File: src/design/pl11_pkg.sv
package pl11_pkg;

  localparam int unsigned ValueW = 41;
  localparam int unsigned OutW   = 42;
  localparam int unsigned WordW  = 16;
  localparam int unsigned ExpW   = 5;
  localparam int unsigned MantW  = 11;

  // Flipping the exponent sign bit maps E in -16..15 onto a shift of 0..31.
  localparam logic [ExpW-1:0] EXP_FLIP = 5'h10;

  typedef enum logic {
    OP_ENCODE = 1'b0,
    OP_DECODE = 1'b1
  } op_t;

  typedef struct packed {
    logic [WordW-1:0] word;
    logic             error;
  } enc_result_t;

endpackage

File: src/design/pmbus_linear11_codec_unit.sv
// LINEAR11 codec: encode turns a positive Q16 value into a PMBus LINEAR11 word
// (5-bit exponent, 11-bit mantissa, smallest exponent that fits with half-up
// rounding), decode expands a word into an exact Q16 value. One command is
// taken every cycle and busy is always low; the result appears with strobe once
// it has passed the input register and the result register, which lie around a
// single pass of priority encoder, shifter and rounding adder. The strobe is
// a one-cycle pulse and the receiver cannot stall it, so every result must be
// taken in the cycle it is shown. Zero or negative encode input returns word 0
// with error set.
module pmbus_linear11_codec_unit (
  input  logic                                clk,
  input  logic                                rst,
  input  logic                                start,
  output logic                                busy,
  input  logic                                operation,
  input  logic signed [pl11_pkg::ValueW-1:0]  value_q16,
  input  logic [pl11_pkg::WordW-1:0]          word_in,
  output logic                                strobe,
  output logic [pl11_pkg::WordW-1:0]          word_out,
  output logic signed [pl11_pkg::OutW-1:0]    value_out_q16,
  output logic                                error
);
  import pl11_pkg::*;

  logic                     in_vld;
  op_t                      in_op;
  logic signed [ValueW-1:0] in_value;
  logic [WordW-1:0]         in_word;

  enc_result_t              enc;
  logic [ExpW-1:0]          dec_shift;
  logic signed [OutW-1:0]   dec_mant;
  logic signed [OutW-1:0]   dec_value;

  assign busy = 1'b0;

  always_ff @(posedge clk) begin
    if (rst) begin
      in_vld <= 1'b0;
    end else begin
      in_vld <= start && !busy;
    end
  end

  always_ff @(posedge clk) begin
    if (start && !busy) begin
      in_op    <= op_t'(operation);
      in_value <= value_q16;
      in_word  <= word_in;
    end
  end

  pl11_encode u_encode (
    .value  (in_value),
    .result (enc)
  );

  assign dec_shift = in_word[WordW-1:MantW] ^ EXP_FLIP;
  assign dec_mant  = OutW'($signed(in_word[MantW-1:0]));
  assign dec_value = dec_mant <<< dec_shift;

  always_ff @(posedge clk) begin
    if (rst) begin
      strobe <= 1'b0;
    end else begin
      strobe <= in_vld;
    end
  end

  always_ff @(posedge clk) begin
    if (in_vld) begin
      unique case (in_op)
        OP_ENCODE: begin
          word_out      <= enc.word;
          value_out_q16 <= '0;
          error         <= enc.error;
        end
        OP_DECODE: begin
          word_out      <= '0;
          value_out_q16 <= dec_value;
          error         <= 1'b0;
        end
        default: begin
          word_out      <= '0;
          value_out_q16 <= '0;
          error         <= 1'b0;
        end
      endcase
    end
  end

  a_strobe_follows: assert property (@(posedge clk) disable iff (rst)
    in_vld |=> strobe)
    else $error("accepted beat did not produce a result strobe");

  a_no_spurious: assert property (@(posedge clk) disable iff (rst)
    !in_vld |=> !strobe)
    else $error("result strobe without an accepted beat");

  a_error_zero: assert property (@(posedge clk) disable iff (rst)
    (strobe && error) |-> (word_out == '0 && value_out_q16 == '0))
    else $error("error result carries nonzero payload");

  a_decode_clean: assert property (@(posedge clk) disable iff (rst)
    (in_vld && in_op == OP_DECODE) |=> (!error && word_out == '0))
    else $error("decode result has error or word set");

  a_encode_mant: assert property (@(posedge clk) disable iff (rst)
    (in_vld && in_op == OP_ENCODE) |=> (word_out[MantW-1] == 1'b0 && value_out_q16 == '0))
    else $error("encode mantissa out of range or value nonzero");

endmodule

File: src/design/pl11_encode.sv
module pl11_encode (
  input  logic signed [pl11_pkg::ValueW-1:0] value,
  output pl11_pkg::enc_result_t              result
);
  import pl11_pkg::*;

  logic [ValueW-1:0]  v;
  logic               fits_direct;
  logic [5:0]         msb;
  logic [4:0]         sh;
  logic [4:0]         sh_m1;
  logic [ValueW-1:0]  shifted;
  logic [MantW-1:0]   rounded;
  logic [4:0]         s_final;
  logic [9:0]         mant;

  assign v           = value;
  assign fits_direct = (v[ValueW-2:10] == '0);

  always_comb begin
    msb = '0;
    for (int i = 0; i < ValueW; i++) begin
      if (v[i]) begin
        msb = 6'(i);
      end
    end
  end

  // For a large value the shift that leaves 10 significant bits is msb - 9.
  // Rounding can carry up to 1024; then one more shift gives exactly 512.
  assign sh      = fits_direct ? 5'd0 : 5'(msb - 6'd9);
  assign sh_m1   = sh - 5'd1;
  assign shifted = v >> sh_m1;
  assign rounded = {1'b0, shifted[10:1]} + {10'd0, shifted[0]};

  always_comb begin
    if (fits_direct) begin
      s_final = 5'd0;
      mant    = v[9:0];
    end else if (rounded[10]) begin
      s_final = sh + 5'd1;
      mant    = 10'd512;
    end else begin
      s_final = sh;
      mant    = rounded[9:0];
    end
  end

  always_comb begin
    result.error = v[ValueW-1] || (v == '0);
    if (result.error) begin
      result.word = '0;
    end else begin
      result.word = {s_final ^ EXP_FLIP, 1'b0, mant};
    end
  end

endmodule
File: config.mk
export PLATFORM = sky130hd
export DESIGN_NAME = pmbus_linear11_codec_unit
export DESIGN_NICKNAME = d
export VERILOG_FILES = /design/src/design/pl11_pkg.sv /design/src/design/pmbus_linear11_codec_unit.sv /design/src/design/pl11_encode.sv
export SDC_FILE = /design/constraint.sdc
export NUM_CORES = 1
export LEC_CHECK = 0
export BUFFER_PORTS_ARGS = -buffer_cell sky130_fd_sc_hd__buf_2
export CAP_MARGIN = 5
export CORE_ASPECT_RATIO = 1.25
export CORE_MARGIN = 8
export CORE_UTILIZATION = 45
export DETAILED_ROUTE_END_ITERATION = 6
export GPL_ROUTABILITY_DRIVEN = 0
export GPL_TIMING_DRIVEN = 0
export PLACE_DENSITY = 0.65
export SYNTH_ARGS = -nofsm -noshare
export SYNTH_HDL_FRONTEND = slang
export SYNTH_SLANG_ARGS = --single-unit
File: constraint.sdc
create_clock -name clk -period 6.8 [get_ports clk]
set_input_delay 1.02 -clock clk [delete_from_list [all_inputs] [get_ports clk]]
set_output_delay 1.02 -clock clk [all_outputs]
set_load 0.005 [all_outputs]
==> flow_summary_export.csv, run 1 <==
group,metric,value,unit
outcome,status,"finished, violations left",
outcome,violations,"DRC",
power,p_sw,0.00103,W
grt,grt_overflow_total,0,
layout,syn2layout_area_growth,20.9,%
floorplan,initial_core_util,45.3,%
synth,syn_inst,820,
critical_path,reg2reg_depth,26,
detailed_routing,m1WireLength,9.62,mm
power,p_int,0.00178,W
floorplan,die_x,136,um
grt,grt_usage,23.7,%
grt,grt_max_degree,60,
sta,hold_viol,0,
clock_tree,clk_pin_slew,0.06,ns
synth,synth.largest_area_cell,"edfxtp_1",
power,p_sw_share,36.5,%
detailed_routing,wirelength,26.6,mm
critical_path,rr_startpoint,"in_value[10]$_DFFE_PP_",
sta,max_slew_margin,34.8,%
synth,synthArstFlopShare,0,%
critical_path,criticalPathCategory,"flop to flop",
synth,synth-edff-count,116,
critical_path,crit_required,7.07,ns
power,seq_power_share,32.8,%
clock_tree,numCtsBuffers,17,
critical_path,start_kind,"flop",
sta,fin_crit,6.56,ns
sta,clock_skew,0.0189,ns
clock_tree,htree_levels,4,
sta,maxSlewViolCount,0,
floorplan,dieArea,0.0225,mm^2
floorplan,core_area,0.0178,mm^2
layout,drive_gt1_share,27.2,%
detailed_routing,ant_nets,0,
worst_hold_path,holdCritPathClass,"flop to flop",
layout,layout_common_cells,"129 x buf_2, 116 x edfxtp_1, 79 x nand2_1",
power,p_comb_share,35.9,%
synth,synth_warnings,0,
clock_tree,clock_sink_count,118,
clock_tree,tritoncts,"built",
synth,synth_area_leaders,"edfxtp_1 43%, mux2i_1 7.9%, nand2_1 3.7%, nor2_1 3.6%, mux2_2 3.2%",
sta,tns,0,ns
sta,setup_violations,0,
floorplan,die_h,166,um
grt,antenna_found_initial,2,
critical_path,crit_arrival,6.83,ns
placement,dpl.cell_count,1169,
layout,final_common_cell,"buf_2",
critical_path,cp-end-kind,"flop",
synth,ys.flop_type,"edfxtp_1",
detailed_routing,vias,7433,
detailed_routing,dr_wl_met2,13.6,mm
detailed_routing,vias_per_cell,6.14,
sta,worst_slew_pin_slew,0.970,ns
synth,synth-seq-cells,118,
synth,syn_avg_cell_area,9.85,um^2
sta,fmax,152,MHz
synth,yosysUniqueCellTypes,85,
power,p_leak,3.67,nW
detailed_routing,drtIter0Drc,872,
power,p_per_area,288,mW/mm^2
layout,num-nets-final,1034,
grt,grt_pass1_vias,7486,
detailed_routing,route.met3.wl,2.02,mm
detailed_routing,dr.pass1.iters,7,
placement,numPortBuffers,119,
clock_tree,cts.root.buffer_cell,"clkbuf_16",
power,ir_drop,0.000210,V
clock_tree,cts_max_path_buffers,2,
sta,finalCritPeriodShare,96.5,%
synth,synth_top_area_share,43.1,%
detailed_routing,top_layer_used,"met5",
layout,design_area,0.00977,mm^2
layout,fin_cells,1210,
clock_tree,clk_latency,0.43,ns
critical_path,crit_path_end,"word_out[15]$_SDFFCE_PP0P_",
power,clockPowerShare,31.3,%
critical_path,r2r-end,"word_out[15]$_SDFFCE_PP0P_",
floorplan,ios,122,
detailed_routing,route.detailed.drc,2,
critical_path,r2r_slack,0.24,ns
synth,synth_seq_area_share,43.6,%
worst_hold_path,min_path_cells,2,
detailed_routing,routedWlPerCell,22.0,um
floorplan,rows,55,
synth,syn_area,0.00808,mm^2
grt,grt_pass1_wl,41.3,mm
placement,dpl.hpwl,19.7,mm
clock_tree,ctsHoldBuffers,0,
placement,placedInstanceArea,0.00899,mm^2
critical_path,cp-startpoint,"in_value[10]$_DFFE_PP_",
run,cap_violations,0,
critical_path,worstPathMaxFanout,10,
cells in the mapped netlist (10+ instances only):
master and count:
mux2i_1 64, o211ai_1 11, nand2_1 79, inv_1 18, nor2_1 78, a31oi_1 12
clkbuf_1 33, mux2_2 23, a21oi_1 41, o21a_1 11, nor2b_1 14, nor3_1 35
o21ai_0 45, buf_1 10, a211oi_1 16, edfxtp_1 116, nand3_1 17
cell type report:
type,instances,area (um^2)
diodes,1,2.50
plain buffers,60,318
clock buffers,17,425
clock inverters,15,159
fillers,1589,8050
inverters,22,83.8
multi-input cells,620,4280
flip-flops and latches,118,3520
well taps,228,285
repair buffers,129,696
stage by stage:
step / util, % / total power, W / worst slack (ns) / hold WS [ns]
floorplan: - / 0.00159 / 0.626 / 0.598
global placement: 50.3 / 0.00187 / -0.951 / 0.692
detailed placement: 50.4 / 0.00187 / -0.971 / 0.678
CTS: 54.0 / 0.00277 / 0.00202 / 0.691
global route: 54.8 / 0.00292 / -0.0771 / 0.714
finish: 54.8 / 0.00281 / 0.238 / 0.681
logic make-up (layout without fill, tap and decap cells):
family,after synthesis,in the layout,share of synthesized area (%)
flip-flops,118,118,43.6
multiplexers,93,93,12.7
adder cells (fa/ha/maj),5,5,0.774
buffers and inverters,83,243,4.69
XOR/XNOR,7,7,0.759
AND/OR/NAND/NOR,291,291,18.1
AO/OA/AOI/OAI,222,222,19.3
other,1,3,0.0464
state kept, by name, summed over array words and instances (netlist names):
name and flops:
value_out_q16 42, in_value 41, in_word 16, word_out 15, error 1, in_op 1
in_vld 1, strobe 1
critical path, cell delays in order (launching register included):
cell	delay (ns)
edfxtp_1	0.49
nor2_4	0.18
o311ai_1	0.22
a21oi_1	0.32
nor2_1	0.07
a2111oi_1	0.41
nor3_1	0.09
o31ai_1	0.24
ha_2	0.28
nor3_1	0.07
a211o_1	0.35
a211o_1	0.38
o21ai_2	0.22
nand2_2	0.14
buf_4	0.22
mux2i_2	0.30
a22oi_1	0.15
mux2i_1	0.24
nor2_1	0.06
nor2_1	0.13
ha_1	0.18
ha_1	0.22
o221ai_2	0.17
or4_4	0.45
buf_6	0.15
or4_1	0.46
a31oi_1	0.20
repair_timing:
action	in CTS	in global routing
hold endpoints to repair	0	0
endpoints found under the setup margin	15	12
resized for setup	15	29
pin swaps	1	5
buffers inserted	3	5
power by group through the flow:
stage	clock, W	combinational (W)	sequential (W)
after floorplan	0	0.000664	0.000925
after global placement	0	0.000931	0.000940
after detailed placement	0	0.000934	0.000936
after CTS	0.000893	0.000953	0.000921
after global routing	0.000923	0.00107	0.000928
final	0.000881	0.00101	0.000921
per-layer routing:
| metal | up-vias | global-route usage (%) |
|---|---|---|
| li1 | 3425 | - |
| met1 | 3481 | 26.1 |
| met2 | 433 | 40.3 |
| met3 | 92 | 5.72 |
| met4 | 2 | 14.3 |
| met5 | - | 0 |
how the worst min path moves through the flow:
stage / end / slack (ns) / from
4_1_cts: word_out[0]$_SDFFCE_PP0P_ / 0.69 / in_value[0]$_DFFE_PP_
6_report: word_out[0]$_SDFFCE_PP0P_ / 0.68 / in_value[0]$_DFFE_PP_
2_1_floorplan: word_out[0]$_SDFFCE_PP0P_ / 0.60 / in_value[0]$_DFFE_PP_
3_3_place_gp: word_out[0]$_SDFFCE_PP0P_ / 0.69 / in_value[0]$_DFFE_PP_
5_1_grt: word_out[0]$_SDFFCE_PP0P_ / 0.71 / in_value[0]$_DFFE_PP_
3_5_place_dp: word_out[0]$_SDFFCE_PP0P_ / 0.68 / in_value[0]$_DFFE_PP_
(Power assumes the default switching activity.)
==> run 2, diff against run 1 <==
--- a/config.mk
+++ b/config.mk
@@ -14,6 +14,7 @@
 export GPL_ROUTABILITY_DRIVEN = 0
 export GPL_TIMING_DRIVEN = 0
 export PLACE_DENSITY = 0.65
+export SETUP_SLACK_MARGIN = 0.4
 export SYNTH_ARGS = -nofsm -noshare
 export SYNTH_HDL_FRONTEND = slang
 export SYNTH_SLANG_ARGS = --single-unit
==> flow_summary_export.csv, run 2 (synthesis gave the netlist of run 1 again) <==
group,metric,value,unit
layout,top_register,"value_out_q16",
run,cap_violations,0,
critical_path,cp-end-kind,"flop",
sta,setup_violations,0,
clock_tree,cts_max_path_buffers,2,
layout,layout_common_cells,"124 x buf_2, 116 x edfxtp_1, 77 x nand2_1",
sta,maxSlewViolCount,0,
floorplan,core_area,0.0178,mm^2
sta,fin_crit,6.27,ns
floorplan,die_h,166,um
detailed_routing,route.met3.wl,1.86,mm
layout,post-route-util,57.1,%
clock_tree,tritoncts,"built",
detailed_routing,ant_nets,0,
clock_tree,clk_pin_slew,0.06,ns
clock_tree,ctsHoldBuffers,0,
clock_tree,htree_levels,4,
detailed_routing,dr.pass1.iters,5,
critical_path,path_buf_inv,2,
sta,worst_slew_pin_slew,1.06,ns
detailed_routing,route.detailed.drc,0,
clock_tree,numCtsBuffers,17,
detailed_routing,drtIter0Drc,841,
critical_path,crit_arrival,6.54,ns
critical_path,path_cells,"nor2_4 -> o311ai_2 -> a21oi_1 -> nor2_1 -> a2111oi_2 -> nor3_1 -> o31ai_2 -> ha_4 -> nor3_1 -> a211o_1 -> a211o_4 -> nor3_4 -> nor2_4 -> buf_4 -> mux2_2 -> nand2b_1 -> o211ai_1 -> nor2b_4 -> o221ai_4 -> or4_4 -> buf_6 -> or4_1 -> a31oi_1",
layout,final_common_cell,"buf_2",
sta,fmax,159,MHz
critical_path,criticalPathCategory,"flop to flop",
sta,hold_viol,0,
critical_path,crit_required,7.06,ns
grt,grt_pass1_vias,7494,
layout,syn2layout_area_growth,26.0,%
layout,num-nets-final,1060,
detailed_routing,top_layer_used,"met5",
grt,grt_max_degree,60,
layout,largest_reg_flops,42,
floorplan,ios,122,
placement,dpl.hpwl,19.7,mm
grt,grt_pass1_wl,41.5,mm
outcome,status,"finished clean",
worst_hold_path,holdCritPathClass,"flop to flop",
critical_path,crit_cells,23,
power,ir_drop,0.000211,V
grt,grt_overflow_total,0,
detailed_routing,routedWlPerCell,21.8,um
detailed_routing,vias,7516,
critical_path,reg2reg_depth,23,
sta,rsz0062_at_grt,"false",
sta,clock_skew,0.0134,ns
floorplan,initial_core_util,45.3,%
layout,reg_top3,"value_out_q16 x42, in_value x41, in_word x16",
floorplan,rows,55,
critical_path,crit_family,"compound AO/OA/AOI/OAI gates",
critical_path,slowest_stage,"or4_1",
critical_path,critPathMaxStageDelay,0.46,ns
clock_tree,clk_latency,0.43,ns
worst_hold_path,min_path_cells,2,
power,p_leak,3.84,nW
sta,tns,0,ns
sta,max_slew_margin,28.8,%
grt,antenna_found_initial,2,
layout,num-fill-cells,1538,
critical_path,worstPathMaxFanout,9,
floorplan,die_x,136,um
grt,grt_usage,23.8,%
critical_path,start_kind,"flop",
detailed_routing,m1WireLength,9.86,mm
clock_tree,cts.root.buffer_cell,"clkbuf_16",
placement,numPortBuffers,119,
clock_tree,clock_sink_count,118,
floorplan,dieArea,0.0225,mm^2
power,p_per_area,285,mW/mm^2
detailed_routing,vias_per_cell,6.08,
detailed_routing,wirelength,27.0,mm
layout,drive_gt1_share,31.2,%
sta,finalCritPeriodShare,92.3,%
detailed_routing,dr_wl_met2,13.6,mm
==> run 2: repair_timing <==
action / 4_1_cts / 5_1_grt
gates resized for setup: 39 / 56
buffers inserted: 9 / 24
setup endpoints to repair: 15 / 13
pin swaps: 4 / 16
gates cloned: 0 / 0
==> run 2: per-layer routing <==
layer | GRT usage, % | vias to the layer above
met5 | 0 | -
met4 | 14.3 | 2
met3 | 5.63 | 102
met2 | 40.5 | 374
met1 | 26.2 | 3563
li1 | - | 3475
==> run 2: worst paths after layout <==
check / slack, ns / endpoint / startpoint
setup / recovery: 0.53 / word_out[15]$_SDFFCE_PP0P_ / in_value[11]$_DFFE_PP_
hold / removal: 0.69 / word_out[0]$_SDFFCE_PP0P_ / in_value[0]$_DFFE_PP_
setup reg to reg: 0.53 / word_out[15]$_SDFFCE_PP0P_ / in_value[11]$_DFFE_PP_
hold reg to reg: 0.69 / word_out[0]$_SDFFCE_PP0P_ / in_value[0]$_DFFE_PP_
==> run 2: power breakdown <==
| part | leakage, nW | total (W) | internal (W) | switching (W) |
|---|---|---|---|---|
| combinational | 2.48 | 0.00109 | 0.000453 | 0.000641 |
| sequential | 1.08 | 0.000921 | 0.000871 | 0.0000503 |
| clock | 0.279 | 0.000881 | 0.000518 | 0.000363 |
==> run 2: worst register-to-register path, stage by stage (launching register included) <==
cell       delay (ns)
edfxtp_1         0.44
nor2_4           0.21
o311ai_2         0.20
a21oi_1          0.31
nor2_1           0.09
a2111oi_2        0.36
nor3_1           0.11
o31ai_2          0.32
ha_4             0.22
nor3_1           0.06
a211o_1          0.38
a211o_4          0.34
nor3_4           0.34
nor2_4           0.13
buf_4            0.15
mux2_2           0.27
nand2b_1         0.15
o211ai_1         0.38
nor2b_4          0.27
o221ai_4         0.15
or4_4            0.44
buf_6            0.15
or4_1            0.46
a31oi_1          0.20
==> run 2: area by class of cell <==
class	instances	area, um^2	area share, %
Buffer	61	370	3.64
Clock inverter	15	159	1.56
Multi-Input combinational cell	620	4440	43.6
Timing Repair Buffer	154	887	8.72
Inverter	22	86.3	0.848
Clock buffer	17	425	4.18
Tap cell	228	285	2.80
Antenna cell	1	2.50	0.0246
Sequential cell	118	3520	34.6
==> run 2: stage by stage <==
step | instances | cell area, um^2 | total power [W] | hold WS (ns) | setup WS, ns
final | 1236 | 10200 | 0.00290 | 0.690 | 0.526
after global routing | 1235 | 10200 | 0.00302 | 0.714 | 0.261
after CTS | 1210 | 9750 | 0.00279 | 0.691 | 0.403
after detailed placement | 1169 | 8990 | 0.00187 | 0.678 | -0.971
after global placement | 1168 | 8960 | 0.00187 | 0.692 | -0.951
after floorplan | 821 | 8080 | 0.00159 | 0.598 | 0.626
==> run 3, diff against run 2 <==
--- a/config.mk
+++ b/config.mk
@@ -7,7 +7,7 @@
 export LEC_CHECK = 0
 export BUFFER_PORTS_ARGS = -buffer_cell sky130_fd_sc_hd__buf_2
 export CAP_MARGIN = 5
-export CORE_ASPECT_RATIO = 1.25
+export CORE_ASPECT_RATIO = 2
 export CORE_MARGIN = 8
 export CORE_UTILIZATION = 45
 export DETAILED_ROUTE_END_ITERATION = 6
==> flow_summary_export.csv, run 3 (synthesis gave the netlist of run 1 again) <==
group,metric,value,unit
grt,grt_usage,26.9,%
layout,final_common_cell,"buf_2",
critical_path,criticalPathCategory,"flop to flop",
placement,dpl.hpwl,22.9,mm
critical_path,crit_arrival,6.63,ns
layout,area.sequential,0.00352,mm^2
layout,multi_input_area,0.00467,mm^2
detailed_routing,vias_per_cell,6.44,
grt,grt_pass1_wl,46.5,mm
clock_tree,numCtsBuffers,17,
layout,drive_gt1_share,34.3,%
clock_tree,cts.root.buffer_cell,"clkbuf_16",
outcome,status,"finished clean",
grt,antenna_found_initial,0,
layout,top_register,"value_out_q16",
critical_path,crit_required,6.97,ns
placement,numPortBuffers,119,
sta,max_slew_margin,19.4,%
floorplan,dieArea,0.0228,mm^2
sta,setup_slack,0.342,ns
grt,grt_overflow_total,0,
clock_tree,clk_pin_slew,0.06,ns
clock_tree,ctsHoldBuffers,0,
layout,largest_reg_flops,42,
clock_tree,htree_levels,4,
detailed_routing,drtIter0Drc,683,
layout,syn2layout_area_growth,32.0,%
floorplan,die_x,111,um
floorplan,ios,122,
floorplan,initial_core_util,45.7,%
layout,num-fill-cells,1445,
clock_tree,clock_sink_count,118,
sta,fmax,155,MHz
floorplan,rows,69,
detailed_routing,ant_nets,0,
sta,maxSlewViolCount,0,
floorplan,die_h,206,um
layout,diodes,0,
sta,worst_slew_pin_slew,1.20,ns
grt,grt_max_degree,60,
sta,setup_violations,0,
sta,hold_viol,0,
sta,whs,0.699,ns
detailed_routing,wirelength,32.1,mm
run,cap_violations,0,
clock_tree,cts_max_path_buffers,2,
sta,fin_crit,6.46,ns
critical_path,worstPathMaxFanout,5,
detailed_routing,dr.pass1.iters,7,
worst_hold_path,holdCritPathClass,"flop to flop",
sta,tns,0,ns
sta,finalCritPeriodShare,95.0,%
grt,grt_pass1_vias,7820,
layout,num-nets-final,1077,
detailed_routing,route.detailed.drc,0,
power,p_per_area,296,mW/mm^2
sta,rsz0062_at_grt,"true",
sta,clock_skew,0.0136,ns
power,ir_drop,0.000267,V
clock_tree,clk_latency,0.42,ns
critical_path,cp-end-kind,"flop",
layout,reg_top3,"value_out_q16 x42, in_value x41, in_word x16",
layout,layout_common_cells,"123 x buf_2, 116 x edfxtp_1, 77 x nand2_1",
detailed_routing,routedWlPerCell,26.0,um
detailed_routing,vias,7963,
power,p_leak,4.03,nW
floorplan,core_area,0.0177,mm^2
critical_path,start_kind,"flop",
clock_tree,tritoncts,"built",
placement,preCtsSetupSlack,-1.19,ns
==> run 3: through the flow <==
step	utilization, %	cell area (um^2)	power, W	std cells
2_1_floorplan	-	8080	0.00159	821
3_3_place_gp	50.5	8950	0.00190	1153
3_5_place_dp	50.7	8970	0.00191	1154
4_1_cts	55.9	9900	0.00293	1200
5_1_grt	60.2	10700	0.00327	1237
6_report	60.2	10700	0.00315	1237
==> run 3: path summary, 6_finish.rpt <==
| path | slack (ns) | end | depth (start not counted) | start |
|---|---|---|---|---|
| worst max-delay path | 0.34 | word_out[13]$_SDFFCE_PP0P_ | 24 | in_value[12]$_DFFE_PP_ |
| worst min-delay path | 0.70 | value_out_q16[0]$_SDFFCE_PN0P_ | 0 | in_vld$_SDFF_PP0_ |
| worst max register to register | 0.34 | word_out[13]$_SDFFCE_PP0P_ | 24 | in_value[12]$_DFFE_PP_ |
| worst min register to register | 0.70 | value_out_q16[0]$_SDFFCE_PN0P_ | 0 | in_vld$_SDFF_PP0_ |
==> run 3: what timing repair did <==
| item | in CTS | in global routing |
|---|---|---|
| buffers inserted | 14 | 35 |
| gates cloned | 0 | 1 |
| pin swaps | 8 | 30 |
| gates resized for setup | 54 | 110 |
| setup endpoints to repair | 15 | 14 |
==> run 3: final cells by class <==
type	instances	share of cell area (%)
plain buffers	61	4.00
well taps	213	2.50
repair buffers	171	9.94
multi-input cells	620	43.8
inverters	22	0.868
clock buffers	17	3.99
clock inverters	15	1.89
flip-flops and latches	118	33.1
==> run 3: critical path, stage by stage (launching register included) <==
cell,delay [ns]
edfxtp_1,0.47
or3_4,0.47
a221oi_4,0.24
o21ai_4,0.15
a221oi_4,0.46
o21a_1,0.27
clkinv_4,0.10
ha_4,0.19
inv_4,0.05
nor2_2,0.04
a211o_4,0.37
a211oi_4,0.25
buf_12,0.16
buf_8,0.11
a21oi_4,0.07
nor2_4,0.17
buf_4,0.20
mux2i_2,0.29
a221oi_1,0.13
mux2_2,0.32
mux2i_4,0.30
nand3_4,0.13
nor4_1,0.77
a211oi_1,0.21
a31o_2,0.26
==> run 3: per-layer routing <==
metal  routed length, um  up-vias  track usage [%]
met3                2310      186             5.95
met1                9590     3761             23.7
met4                2950        0             22.4
met2               17300      508             50.8
li1                    -     3508                -
met5                   0        -                0
==> run 3: where the power goes <==
part | internal [W] | switching [W] | total [W]
registers | 0.000871 | 0.0000496 | 0.000920
logic | 0.000533 | 0.000746 | 0.00128
clock network | 0.000615 | 0.000339 | 0.000953
total | 0.00202 | 0.00113 | 0.00315
